`src/rtl/copp_pkg.sv`:
```
// Shared types, constants and the divider step for the color opponency pipeline.
// Depends on nothing; every other file in rtl imports it.
package copp_pkg;

	localparam int PIX_W   = 8;   // width of one color component
	localparam int SUM_W   = 10;  // b + g + r, at most 765
	localparam int NUM_W   = 23;  // clamped difference scaled to Q1.15 numerator
	localparam int Q_W     = 16;  // quotient width, at most 32768
	localparam int LANES   = 4;   // red, green, blue, yellow
	localparam int STEPS_PER_STAGE = 2;
	localparam int DIV_STAGES      = Q_W / STEPS_PER_STAGE;

	localparam int LANE_RED    = 0;
	localparam int LANE_GREEN  = 1;
	localparam int LANE_BLUE   = 2;
	localparam int LANE_YELLOW = 3;

	// floor(x / 3) == (x * RECIP3) >> RECIP3_SHIFT for every x below 2**16.
	localparam logic [15:0] RECIP3       = 16'd43691;
	localparam int          RECIP3_SHIFT = 17;
	// floor(256 s / 3) == 85 s + floor(s / 3).
	localparam logic [6:0]  INTENS_MUL   = 7'd85;

	typedef struct packed {
		logic [PIX_W-1:0] blue_in;
		logic [PIX_W-1:0] green_in;
		logic [PIX_W-1:0] red_in;
	} pixel_t;

	typedef struct packed {
		logic [Q_W-1:0] red_opponent;
		logic [Q_W-1:0] green_opponent;
		logic [Q_W-1:0] blue_opponent;
		logic [Q_W-1:0] yellow_opponent;
		logic [Q_W-1:0] intensity_level;
	} result_t;

	// One divider lane: the partial remainder, and a word that holds the
	// numerator bits still to be consumed above the quotient bits found so far.
	typedef struct packed {
		logic [SUM_W-1:0] rem;
		logic [Q_W-1:0]   work;
	} lane_t;

	typedef struct packed {
		lane_t [LANES-1:0] lane;
		logic [SUM_W-1:0]  sum;
		logic [PIX_W-1:0]  third;  // floor(sum / 3)
	} div_t;

	// One restoring division step. The remainder is always below the divisor,
	// so the shifted remainder stays below twice the divisor.
	function automatic lane_t div_step(input lane_t l, input logic [SUM_W-1:0] d);
		logic [SUM_W:0] r2;
		logic [SUM_W:0] diff;
		lane_t          n;
		r2     = {l.rem, l.work[Q_W-1]};
		diff   = r2 - {1'b0, d};
		n.work = {l.work[Q_W-2:0], 1'b0};
		if (r2 >= {1'b0, d}) begin
			n.rem     = diff[SUM_W-1:0];
			n.work[0] = 1'b1;
		end else begin
			n.rem = r2[SUM_W-1:0];
		end
		return n;
	endfunction

endpackage

```
`src/rtl/copp_front.sv`:
```
// First pipeline stage: component sum, clamped differences, divider lane setup, sum / 3.
// Depends on copp_pkg.
module copp_front (
	input  logic              clk,
	input  logic              arst_n,
	input  logic              up_valid,
	output logic              up_stall,
	input  copp_pkg::pixel_t  up_data,
	output logic              dn_valid,
	input  logic              dn_stall,
	output copp_pkg::div_t    dn_data
);
	import copp_pkg::*;

	logic                 vld_s1;
	div_t                 data_s1;
	div_t                 nxt;
	logic [SUM_W-1:0]     sum;
	logic signed [SUM_W:0] d_red;
	logic signed [SUM_W:0] d_green;
	logic signed [SUM_W:0] d_blue;
	logic signed [SUM_W:0] d_yel;
	logic [PIX_W-1:0]     min_rg;
	logic [SUM_W+15:0]    prod3;
	logic [NUM_W-1:0]     num [LANES];

	always_comb begin
		sum = SUM_W'(up_data.blue_in) + SUM_W'(up_data.green_in) + SUM_W'(up_data.red_in);
		min_rg = (up_data.red_in < up_data.green_in) ? up_data.red_in : up_data.green_in;
		d_red   = $signed({2'b0, up_data.red_in, 1'b0}) - $signed({3'b0, up_data.blue_in})
			- $signed({3'b0, up_data.green_in});
		d_green = $signed({2'b0, up_data.green_in, 1'b0}) - $signed({3'b0, up_data.blue_in})
			- $signed({3'b0, up_data.red_in});
		d_blue  = $signed({2'b0, up_data.blue_in, 1'b0}) - $signed({3'b0, up_data.red_in})
			- $signed({3'b0, up_data.green_in});
		d_yel   = $signed({3'b0, min_rg}) - $signed({3'b0, up_data.blue_in});
		// Negative differences clamp to zero; a zero numerator yields a zero quotient.
		num[LANE_RED]    = d_red[SUM_W]   ? '0 : {d_red[8:0], 14'b0};
		num[LANE_GREEN]  = d_green[SUM_W] ? '0 : {d_green[8:0], 14'b0};
		num[LANE_BLUE]   = d_blue[SUM_W]  ? '0 : {d_blue[8:0], 14'b0};
		num[LANE_YELLOW] = d_yel[SUM_W]   ? '0 : {d_yel[7:0], 15'b0};
		for (int i = 0; i < LANES; i++) begin
			nxt.lane[i].rem  = {3'b0, num[i][NUM_W-1:Q_W]};
			nxt.lane[i].work = num[i][Q_W-1:0];
		end
		prod3     = sum * RECIP3;
		nxt.sum   = sum;
		nxt.third = prod3[RECIP3_SHIFT+PIX_W-1:RECIP3_SHIFT];
	end

	assign up_stall = vld_s1 && dn_stall;
	assign dn_valid = vld_s1;
	assign dn_data  = data_s1;

	always_ff @(posedge clk or negedge arst_n) begin
		if (!arst_n) begin
			vld_s1 <= 1'b0;
		end else if (!up_stall) begin
			vld_s1 <= up_valid;
		end
	end

	always_ff @(posedge clk) begin
		if (up_valid && !up_stall) begin
			data_s1 <= nxt;
		end
	end

endmodule

```
`src/rtl/copp_div_stage.sv`:
```
// One divider stage: two quotient bits for each of the four lanes.
// Depends on copp_pkg.
module copp_div_stage (
	input  logic            clk,
	input  logic            arst_n,
	input  logic            up_valid,
	output logic            up_stall,
	input  copp_pkg::div_t  up_data,
	output logic            dn_valid,
	input  logic            dn_stall,
	output copp_pkg::div_t  dn_data
);
	import copp_pkg::*;

	logic vld_s1;
	div_t data_s1;
	div_t nxt;

	always_comb begin
		nxt = up_data;
		for (int i = 0; i < LANES; i++) begin
			for (int k = 0; k < STEPS_PER_STAGE; k++) begin
				nxt.lane[i] = div_step(nxt.lane[i], up_data.sum);
			end
		end
	end

	assign up_stall = vld_s1 && dn_stall;
	assign dn_valid = vld_s1;
	assign dn_data  = data_s1;

	always_ff @(posedge clk or negedge arst_n) begin
		if (!arst_n) begin
			vld_s1 <= 1'b0;
		end else if (!up_stall) begin
			vld_s1 <= up_valid;
		end
	end

	always_ff @(posedge clk) begin
		if (up_valid && !up_stall) begin
			data_s1 <= nxt;
		end
	end

endmodule

```
`src/rtl/copp_out.sv`:
```
// Output stage: black-pixel masking, intensity, and the result register.
// Depends on copp_pkg.
module copp_out (
	input  logic               clk,
	input  logic               arst_n,
	input  logic               up_valid,
	output logic               up_stall,
	input  copp_pkg::div_t     up_data,
	output logic               dn_valid,
	input  logic               dn_stall,
	output copp_pkg::result_t  dn_data
);
	import copp_pkg::*;

	logic          vld_s1;
	result_t       data_s1;
	result_t       nxt;
	logic          black;
	logic [16:0]   inten;

	always_comb begin
		// A black pixel divides by zero; its lanes hold all ones and are dropped.
		black = (up_data.sum == '0);
		inten = 17'(up_data.sum) * 17'(INTENS_MUL) + 17'(up_data.third);
		nxt.red_opponent    = black ? '0 : up_data.lane[LANE_RED].work;
		nxt.green_opponent  = black ? '0 : up_data.lane[LANE_GREEN].work;
		nxt.blue_opponent   = black ? '0 : up_data.lane[LANE_BLUE].work;
		nxt.yellow_opponent = black ? '0 : up_data.lane[LANE_YELLOW].work;
		nxt.intensity_level = inten[Q_W-1:0];
	end

	assign up_stall = vld_s1 && dn_stall;
	assign dn_valid = vld_s1;
	assign dn_data  = data_s1;

	always_ff @(posedge clk or negedge arst_n) begin
		if (!arst_n) begin
			vld_s1 <= 1'b0;
		end else if (!up_stall) begin
			vld_s1 <= up_valid;
		end
	end

	always_ff @(posedge clk) begin
		if (up_valid && !up_stall) begin
			data_s1 <= nxt;
		end
	end

endmodule

```
`src/rtl/color_opponency_split_top.sv`:
```
// Top level of the broadly tuned color channel pipeline.
// Depends on copp_pkg, copp_front, copp_div_stage and copp_out.
//
// This block turns one 8-bit blue, green, red pixel into four color channels
// (red, green, blue, yellow), each a clamped difference divided by the
// component sum and given as a truncated Q1.15 fraction, plus the mean
// intensity in Q8.8. A black pixel gives all zeros. The block takes one pixel
// every clock cycle while pixel_stall is low. Four parallel restoring
// dividers resolve each 16-bit quotient two bits per stage over eight stages,
// framed by one setup stage (sum, differences, reciprocal multiply for the
// intensity) and one output register. Every stage holds its own valid bit, so
// a stall at the output fills empty stages first and only then holds off new
// requests; nothing is dropped or repeated.
module color_opponency_split_top (
	input  logic               clk,
	input  logic               arst_n,
	input  logic               pixel_valid,
	output logic               pixel_stall,
	input  copp_pkg::pixel_t   pixel,
	output logic               chan_valid,
	input  logic               chan_stall,
	output copp_pkg::result_t  chan
);
	import copp_pkg::*;

	// Link k joins the stage before it to the stage after it; link 0 leaves the
	// setup stage and the last link feeds the output register.
	logic vld   [DIV_STAGES+1];
	logic stl   [DIV_STAGES+1];
	div_t dat   [DIV_STAGES+1];

	copp_front u_front (
		.clk      (clk),
		.arst_n   (arst_n),
		.up_valid (pixel_valid),
		.up_stall (pixel_stall),
		.up_data  (pixel),
		.dn_valid (vld[0]),
		.dn_stall (stl[0]),
		.dn_data  (dat[0])
	);

	for (genvar k = 0; k < DIV_STAGES; k++) begin : g_div
		copp_div_stage u_div (
			.clk      (clk),
			.arst_n   (arst_n),
			.up_valid (vld[k]),
			.up_stall (stl[k]),
			.up_data  (dat[k]),
			.dn_valid (vld[k+1]),
			.dn_stall (stl[k+1]),
			.dn_data  (dat[k+1])
		);
	end

	copp_out u_out (
		.clk      (clk),
		.arst_n   (arst_n),
		.up_valid (vld[DIV_STAGES]),
		.up_stall (stl[DIV_STAGES]),
		.up_data  (dat[DIV_STAGES]),
		.dn_valid (chan_valid),
		.dn_stall (chan_stall),
		.dn_data  (chan)
	);

	// New requests are held off only when every stage is full behind a stalled output.
	a_stall_full: assert property (@(posedge clk) disable iff (!arst_n)
		pixel_stall |-> (chan_valid && chan_stall))
		else $error("input stalled while the pipeline has room");

	// Zero intensity means a black pixel, whose color channels must all be zero.
	a_black: assert property (@(posedge clk) disable iff (!arst_n)
		(chan_valid && chan.intensity_level == '0) |->
		(chan.red_opponent == '0 && chan.green_opponent == '0 &&
		 chan.blue_opponent == '0 && chan.yellow_opponent == '0))
		else $error("black pixel produced a nonzero color channel");

	// Quotients stay within their ranges; a slip in the divider shows up as overflow.
	a_range: assert property (@(posedge clk) disable iff (!arst_n)
		chan_valid |->
		(chan.red_opponent <= 16'd32768 && chan.green_opponent <= 16'd32768 &&
		 chan.blue_opponent <= 16'd32768 && chan.yellow_opponent <= 16'd16384))
		else $error("color channel out of range");

	// The three differences sum to zero, so they cannot all be positive.
	a_not_all: assert property (@(posedge clk) disable iff (!arst_n)
		chan_valid |->
		!(chan.red_opponent != '0 && chan.green_opponent != '0 && chan.blue_opponent != '0))
		else $error("red, green and blue channels all positive");

endmodule

```
`config.mk`:
```
export PLATFORM = sky130hd
export DESIGN_NAME = color_opponency_split_top
export DESIGN_NICKNAME = d
export VERILOG_FILES = /design/src/rtl/copp_pkg.sv /design/src/rtl/copp_front.sv /design/src/rtl/copp_div_stage.sv /design/src/rtl/copp_out.sv /design/src/rtl/color_opponency_split_top.sv
export SDC_FILE = /design/constraint.sdc
export NUM_CORES = 2
export LEC_CHECK = 0
export BUFFER_PORTS_ARGS = -buffer_cell sky130_fd_sc_hd__buf_2
export CAP_MARGIN = 20
export CORE_MARGIN = 2
export CORE_UTILIZATION = 56
export CTS_CLUSTER_DIAMETER = 60
export DETAILED_ROUTE_END_ITERATION = 8
export GPL_TIMING_DRIVEN = 0
export HOLD_SLACK_MARGIN = 0.06
export PLACE_DENSITY_LB_ADDON = 0.08
export SYNTH_ARGS = -nofsm -noshare
export SYNTH_HDL_FRONTEND = slang
export SYNTH_SLANG_ARGS = --single-unit
```
`constraint.sdc`:
```
create_clock -name clk -period 7.43 [get_ports clk]
set_input_delay 0.743 -clock clk [delete_from_list [all_inputs] [get_ports clk]]
set_output_delay 0.743 -clock clk [all_outputs]
set_load 0.02 [all_outputs]
```
### Word-level counts from Yosys, hierarchy flattened

Index checks and enable logic that the tools add are counted.

* logic and storage cells: 398
* register bits: 1136

* add/sub/neg operators: 70
* reductions and logical operators: 31
* multipliers: 2
* order comparisons: 65
* mux-type cells: 125

Operators with widths (count)
* $ge A11 B10 Y1: 60
* $mux W10: 60
* $sub A10 B10 Y10: 56
* $mux W1: 64
* $ge A8 B10 Y1: 4
* $sub A8 B10 Y10: 4
* $sub A11 B9 Y11: 3
* $sub A9 B8 Y10: 3
* $mul A10 B16 Y25 const B: 1
* $logic_and A1 B1 Y1: 20
* $add A16 B8 Y16: 1
* $mul A10 B7 Y16 const B: 1
* $add A10 B8 Y10: 1
* $logic_not A1 Y1: 10
* $logic_not A10 Y1: 1
* $add A8 B8 Y9: 1
* $sub A8 B8 Y9: 1
* $lt A8 B8 Y1: 1
* $mux W8: 1

### Longest topological paths before layout

* word-level depth: 12
* depth in mapped cells: 33
* gate-level depth less buffers: 33

### Modules after synthesis

A second synthesis with hierarchy kept.

* cells, all modules: 6558
* area total of the unflattened synthesis: 76034.2 um2

By module, submodules not included
* copp_div_stage at g_div[1].u_div ...: cells each 671, area an instance 7946.4 um2, instances 4
* copp_div_stage at g_div[3].u_div ...: cells each 699, area an instance 8094.0 um2, instances 2
* copp_div_stage at g_div[6].u_div: cells each 683, area an instance 8055.2 um2, instances 1
* copp_div_stage at g_div[0].u_div: cells each 675, area an instance 8015.2 um2, instances 1
* copp_front: cells each 801, area an instance 7614.8 um2, instances 1
* copp_out: cells each 317, area an instance 4375.4 um2, instances 1

### Least setup slack after synthesis

Ideal clock, no wire load.

* path type: input to register
* start: input pixel[9] (netlist name)
* end: register u_front.data_s1, in the netlist u_front.dn_data[7] (data pin)
* path buffers: 0
* slack: 0.007 ns
* arrival: 7.163 ns
* stages: 26
* cells stage by stage: inv_1 > fa_1 > inv_1 > fa_1 > a21o_1 > a21o_1 > a21o_1 > a21o_1 > a21o_1 > a21oi_1 > xnor2_1 > fa_1 > fa_1 > inv_1 > fa_1 > inv_1 > fa_1 > ha_1 > a21oi_1 > o21ai_0 > a22o_1 > a221o_1 > o211ai_1 > nor2b_1 > o21bai_1 > xnor2_1

* word-level cells in the longest chain between the ends: 3

Ends and longest elaborated chain
* from (decl): RTL line color_opponency_split_top.sv:19 `input copp_pkg::pixel_t pixel,`
* $add A8 B8 Y9: RTL line copp_front.sv:28 `sum = SUM_W'(up_data.blue_in) + SUM_W'(up_data.green_in) + SUM_W'(up_data.red_in);`
* $add A10 B8 Y10: RTL line copp_front.sv:28
* named net u_front.sum[8]: RTL line copp_front.sv:18 `logic [SUM_W-1:0] sum;`
* $mul A10 B16 Y25: RTL line copp_front.sv:46 `prod3 = sum * RECIP3;`
* named net u_front.prod3[24]: RTL line copp_front.sv:24 `logic [SUM_W+15:0] prod3;`
* to (signal assigned): RTL line copp_front.sv:65 `data_s1 <= nxt;`
* to (decl): RTL line copp_front.sv:16 `div_t data_s1;`

The timed path passes the listed nets, and every way through them passes these cells.
A chain may end at the register's enable or synchronous reset.

### Worst setup path after layout

* start: input pixel[16] (netlist name)
* end: register u_front.data_s1, in the netlist u_front.dn_data[7] (data pin)

The elaborated chain is that of the path after synthesis.

==> run metrics <==
Post-synth ARST share 1.17%; GRT overflow 0; num rows 124; post-synth top area share 39.4%; Skew-Pair Late Insertion Delay 0.70 ns; Clk pin slew, worst setup/hold paths 0.06 ns; Rel. slew slack 24.3%; routability congestion estimate 0.915; worst endpoint required time 7.90 ns; EDFF count, synth 845; critical path class primary input to flip-flop; htree depth 3; post-synthesis compound-gate area fraction 15.6%; area of the die 118000 um^2; synthesized area 64400 um^2; worst slew pin tran 1.14 ns; # DRC 0; clk_skew 0.0271 ns; vias in the first global route 45947; Final ANT Viol Nets 0; ys flop type edfxtp_1; Avg Inst Size Synth 10.6 um^2; First-pass DRT Iterations 6; global-route wire length before repair 252000 um; Chip Width 343 um; proportion of synthesized area in mux cells 5.59%; reg-to-reg slack, setup 0.42 ns; CP Max Fanout 8; largest family of logic cells by synthesized area adder cells; post-synthesis register bit count 855; Worst Hold Class primary input to flip-flop; Die Y 343 um; Final Hold Viols 0; delay of the slowest cell on the worst path 0.55 ns; Post-Syn Nets 6974; status completed; Nets 7214; met3 Track Usage GR 2.94%; commonest non-fill, non-tap cell in the layout edfxtp_1; CTS tree done; met1 Use GR 37.4%; Final setup viols 0; setup TNS 0 ns; Num CTS Buffers 102; Worst Path Arrival 7.65 ns; MaxCap Viol Count 0; Post-Synth Simple-Gate Area 12.0%; FMAX 139 MHz; YS warnings 0; largest net degree at the start of global routing 70; Initial Util 56.4%; routed vias 47418; Final Critical Period 7.19 ns; Worst path slowest cell fa_2; I/O pin cnt 110; Iteration-0 DRC Markers 3324; sequential share of the synthesized area 39.8%; synth top area cells edfxtp_1 (39%), ha_1 (15%), mux2_2 (5.2%); CTS Sinks 855; most used routing layer met2; Total GRT Usage 27.3%; cell mode on critical path a21o_1; Via density 6.01; core area 114000 um^2; Cells after Synth 6059; most frequent cells in the layout edfxtp_1 (845), ha_1 (790), inv_1 (407); Post-Synth Adder-Cell Area 18.3%; fin. max-slew vios 0; CTS root buffer clkbuf_16; met2 Track Usage GR 45.6%; Wirelength per Cell 20.5 um; Critical Path Start Type primary input; xor-xnor portion of the synthesized cell area 5.82%; Yosys top cell by area edfxtp_1; synth-to-layout area growth 10.1%; layout cells sized above 1 11.3%; worst-case clock buffer depth 3; post-route clock period utilization 96.7%; final WL 162000 um; crit end category flip-flop; IO Port Bufs 109; Fillers 9420; hpwl dp 123000 um; Netlist cell types 89; antenna violations before repair 7
## sequential cells by signal, indices dropped and copies added (netlist names)
signal                count
g_div.u_div.dn_data     712
g_div.u_div.dn_valid      8
u_front.dn_data          53
u_front.dn_valid          1
u_out.dn_data            80
u_out.dn_valid            1
## cell families (layout without fill, tap and decap cells)
kind of cell    count (synthesis)  in the layout
compound gates               1530           1530
mux                           323            323
flops                         855            855
other cells                     0              1
buf+inv                       494            815
xor+xnor                      428            428
fa+ha+maj                     887            887
simple gates                 1542           1542
## path summary, 6_finish.rpt
| kind | startpoint | to | depth (start not counted) |
|---|---|---|---|
| hold / removal | pixel_valid | u_front.dn_valid | 2 |
| hold reg to reg | g_div[1].u_div.dn_data[5] | g_div[2].u_div.dn_data[5] | 0 |
| setup / recovery | pixel[16] | u_front.dn_data[7] | 28 |
| setup reg to reg | g_div[5].u_div.dn_data[8] | g_div[6].u_div.dn_data[88] | 19 |
| min in group asynchronous | arst_n | g_div[5].u_div.dn_valid | 2 |
| max in group asynchronous | arst_n | u_front.dn_valid | 2 |
## area by class of cell
cell class | instances | area (um^2) | share of cell area [%]
multi-input cells | 4710 | 37100 | 52.3
flip-flops and latches | 855 | 25600 | 36.1
clock buffers | 115 | 2620 | 3.70
well taps | 1512 | 1890 | 2.67
inverters | 415 | 1560 | 2.20
repair buffers | 136 | 1040 | 1.46
clock inverters | 70 | 792 | 1.12
plain buffers | 79 | 320 | 0.451
diodes | 1 | 2.50 | 0.00353
## routing by layer
layer  share of wire (%)  wire [um]  up-vias
li1                    -          -    23140
met1                  45      72500    22786
met2                  47      75900     1227
met3                 5.2       8400      265
met4                 3.0       4830        0
met5                   0          0        -
## cells in the mapped netlist, types with 74 or more instances
master	n
a21o_1	218
a21oi_1	363
and2_1	117
edfxtp_1	845
fa_1	92
ha_1	795
inv_1	409
mux2_2	295
nand2_1	291
nand2b_1	74
nand3_1	84
nor2_1	409
nor2b_1	162
nor3_1	147
o21a_1	129
o21ai_0	342
xnor2_1	287
xor2_1	141
## metrics by stage
| step | hold WS [ns] | cell area, um^2 | worst slack (ns) | utilization [%] | cells |
|---|---|---|---|---|---|
| after floorplan | 0.400 | 64400 | 0.00725 | - | 6059 |
| after global placement | 0.401 | 66800 | -3.26 | 58.5 | 7680 |
| after detailed placement | 0.405 | 67300 | -1.32 | 58.9 | 7698 |
| after CTS | 0.266 | 70800 | 0.00956 | 62.0 | 7889 |
| after global routing | 0.280 | 70900 | -0.00210 | 62.1 | 7892 |
| final | 0.295 | 70900 | 0.243 | 62.1 | 7893 |
## worst max-delay path, delay by kind of cell
| kind | cells | cell delay [ns] |
|---|---|---|
| buf+inv | 5 | 0.40 |
| fa+ha+maj | 8 | 3.49 |
| simple gates | 1 | 0.18 |
| xor+xnor | 2 | 0.51 |
| compound gates | 12 | 2.31 |
## repair_timing
item,CTS,global route
hold buffers,1,0
endpoints found under the hold margin,10,0
gates resized for setup,17,22
pin swaps,2,14
setup buffers,5,3
setup endpoints to repair,8,8
gates cloned,0,0
Power is not shown: default switching activity piles up to over one toggle a cycle in this logic, so the estimate is an artifact.
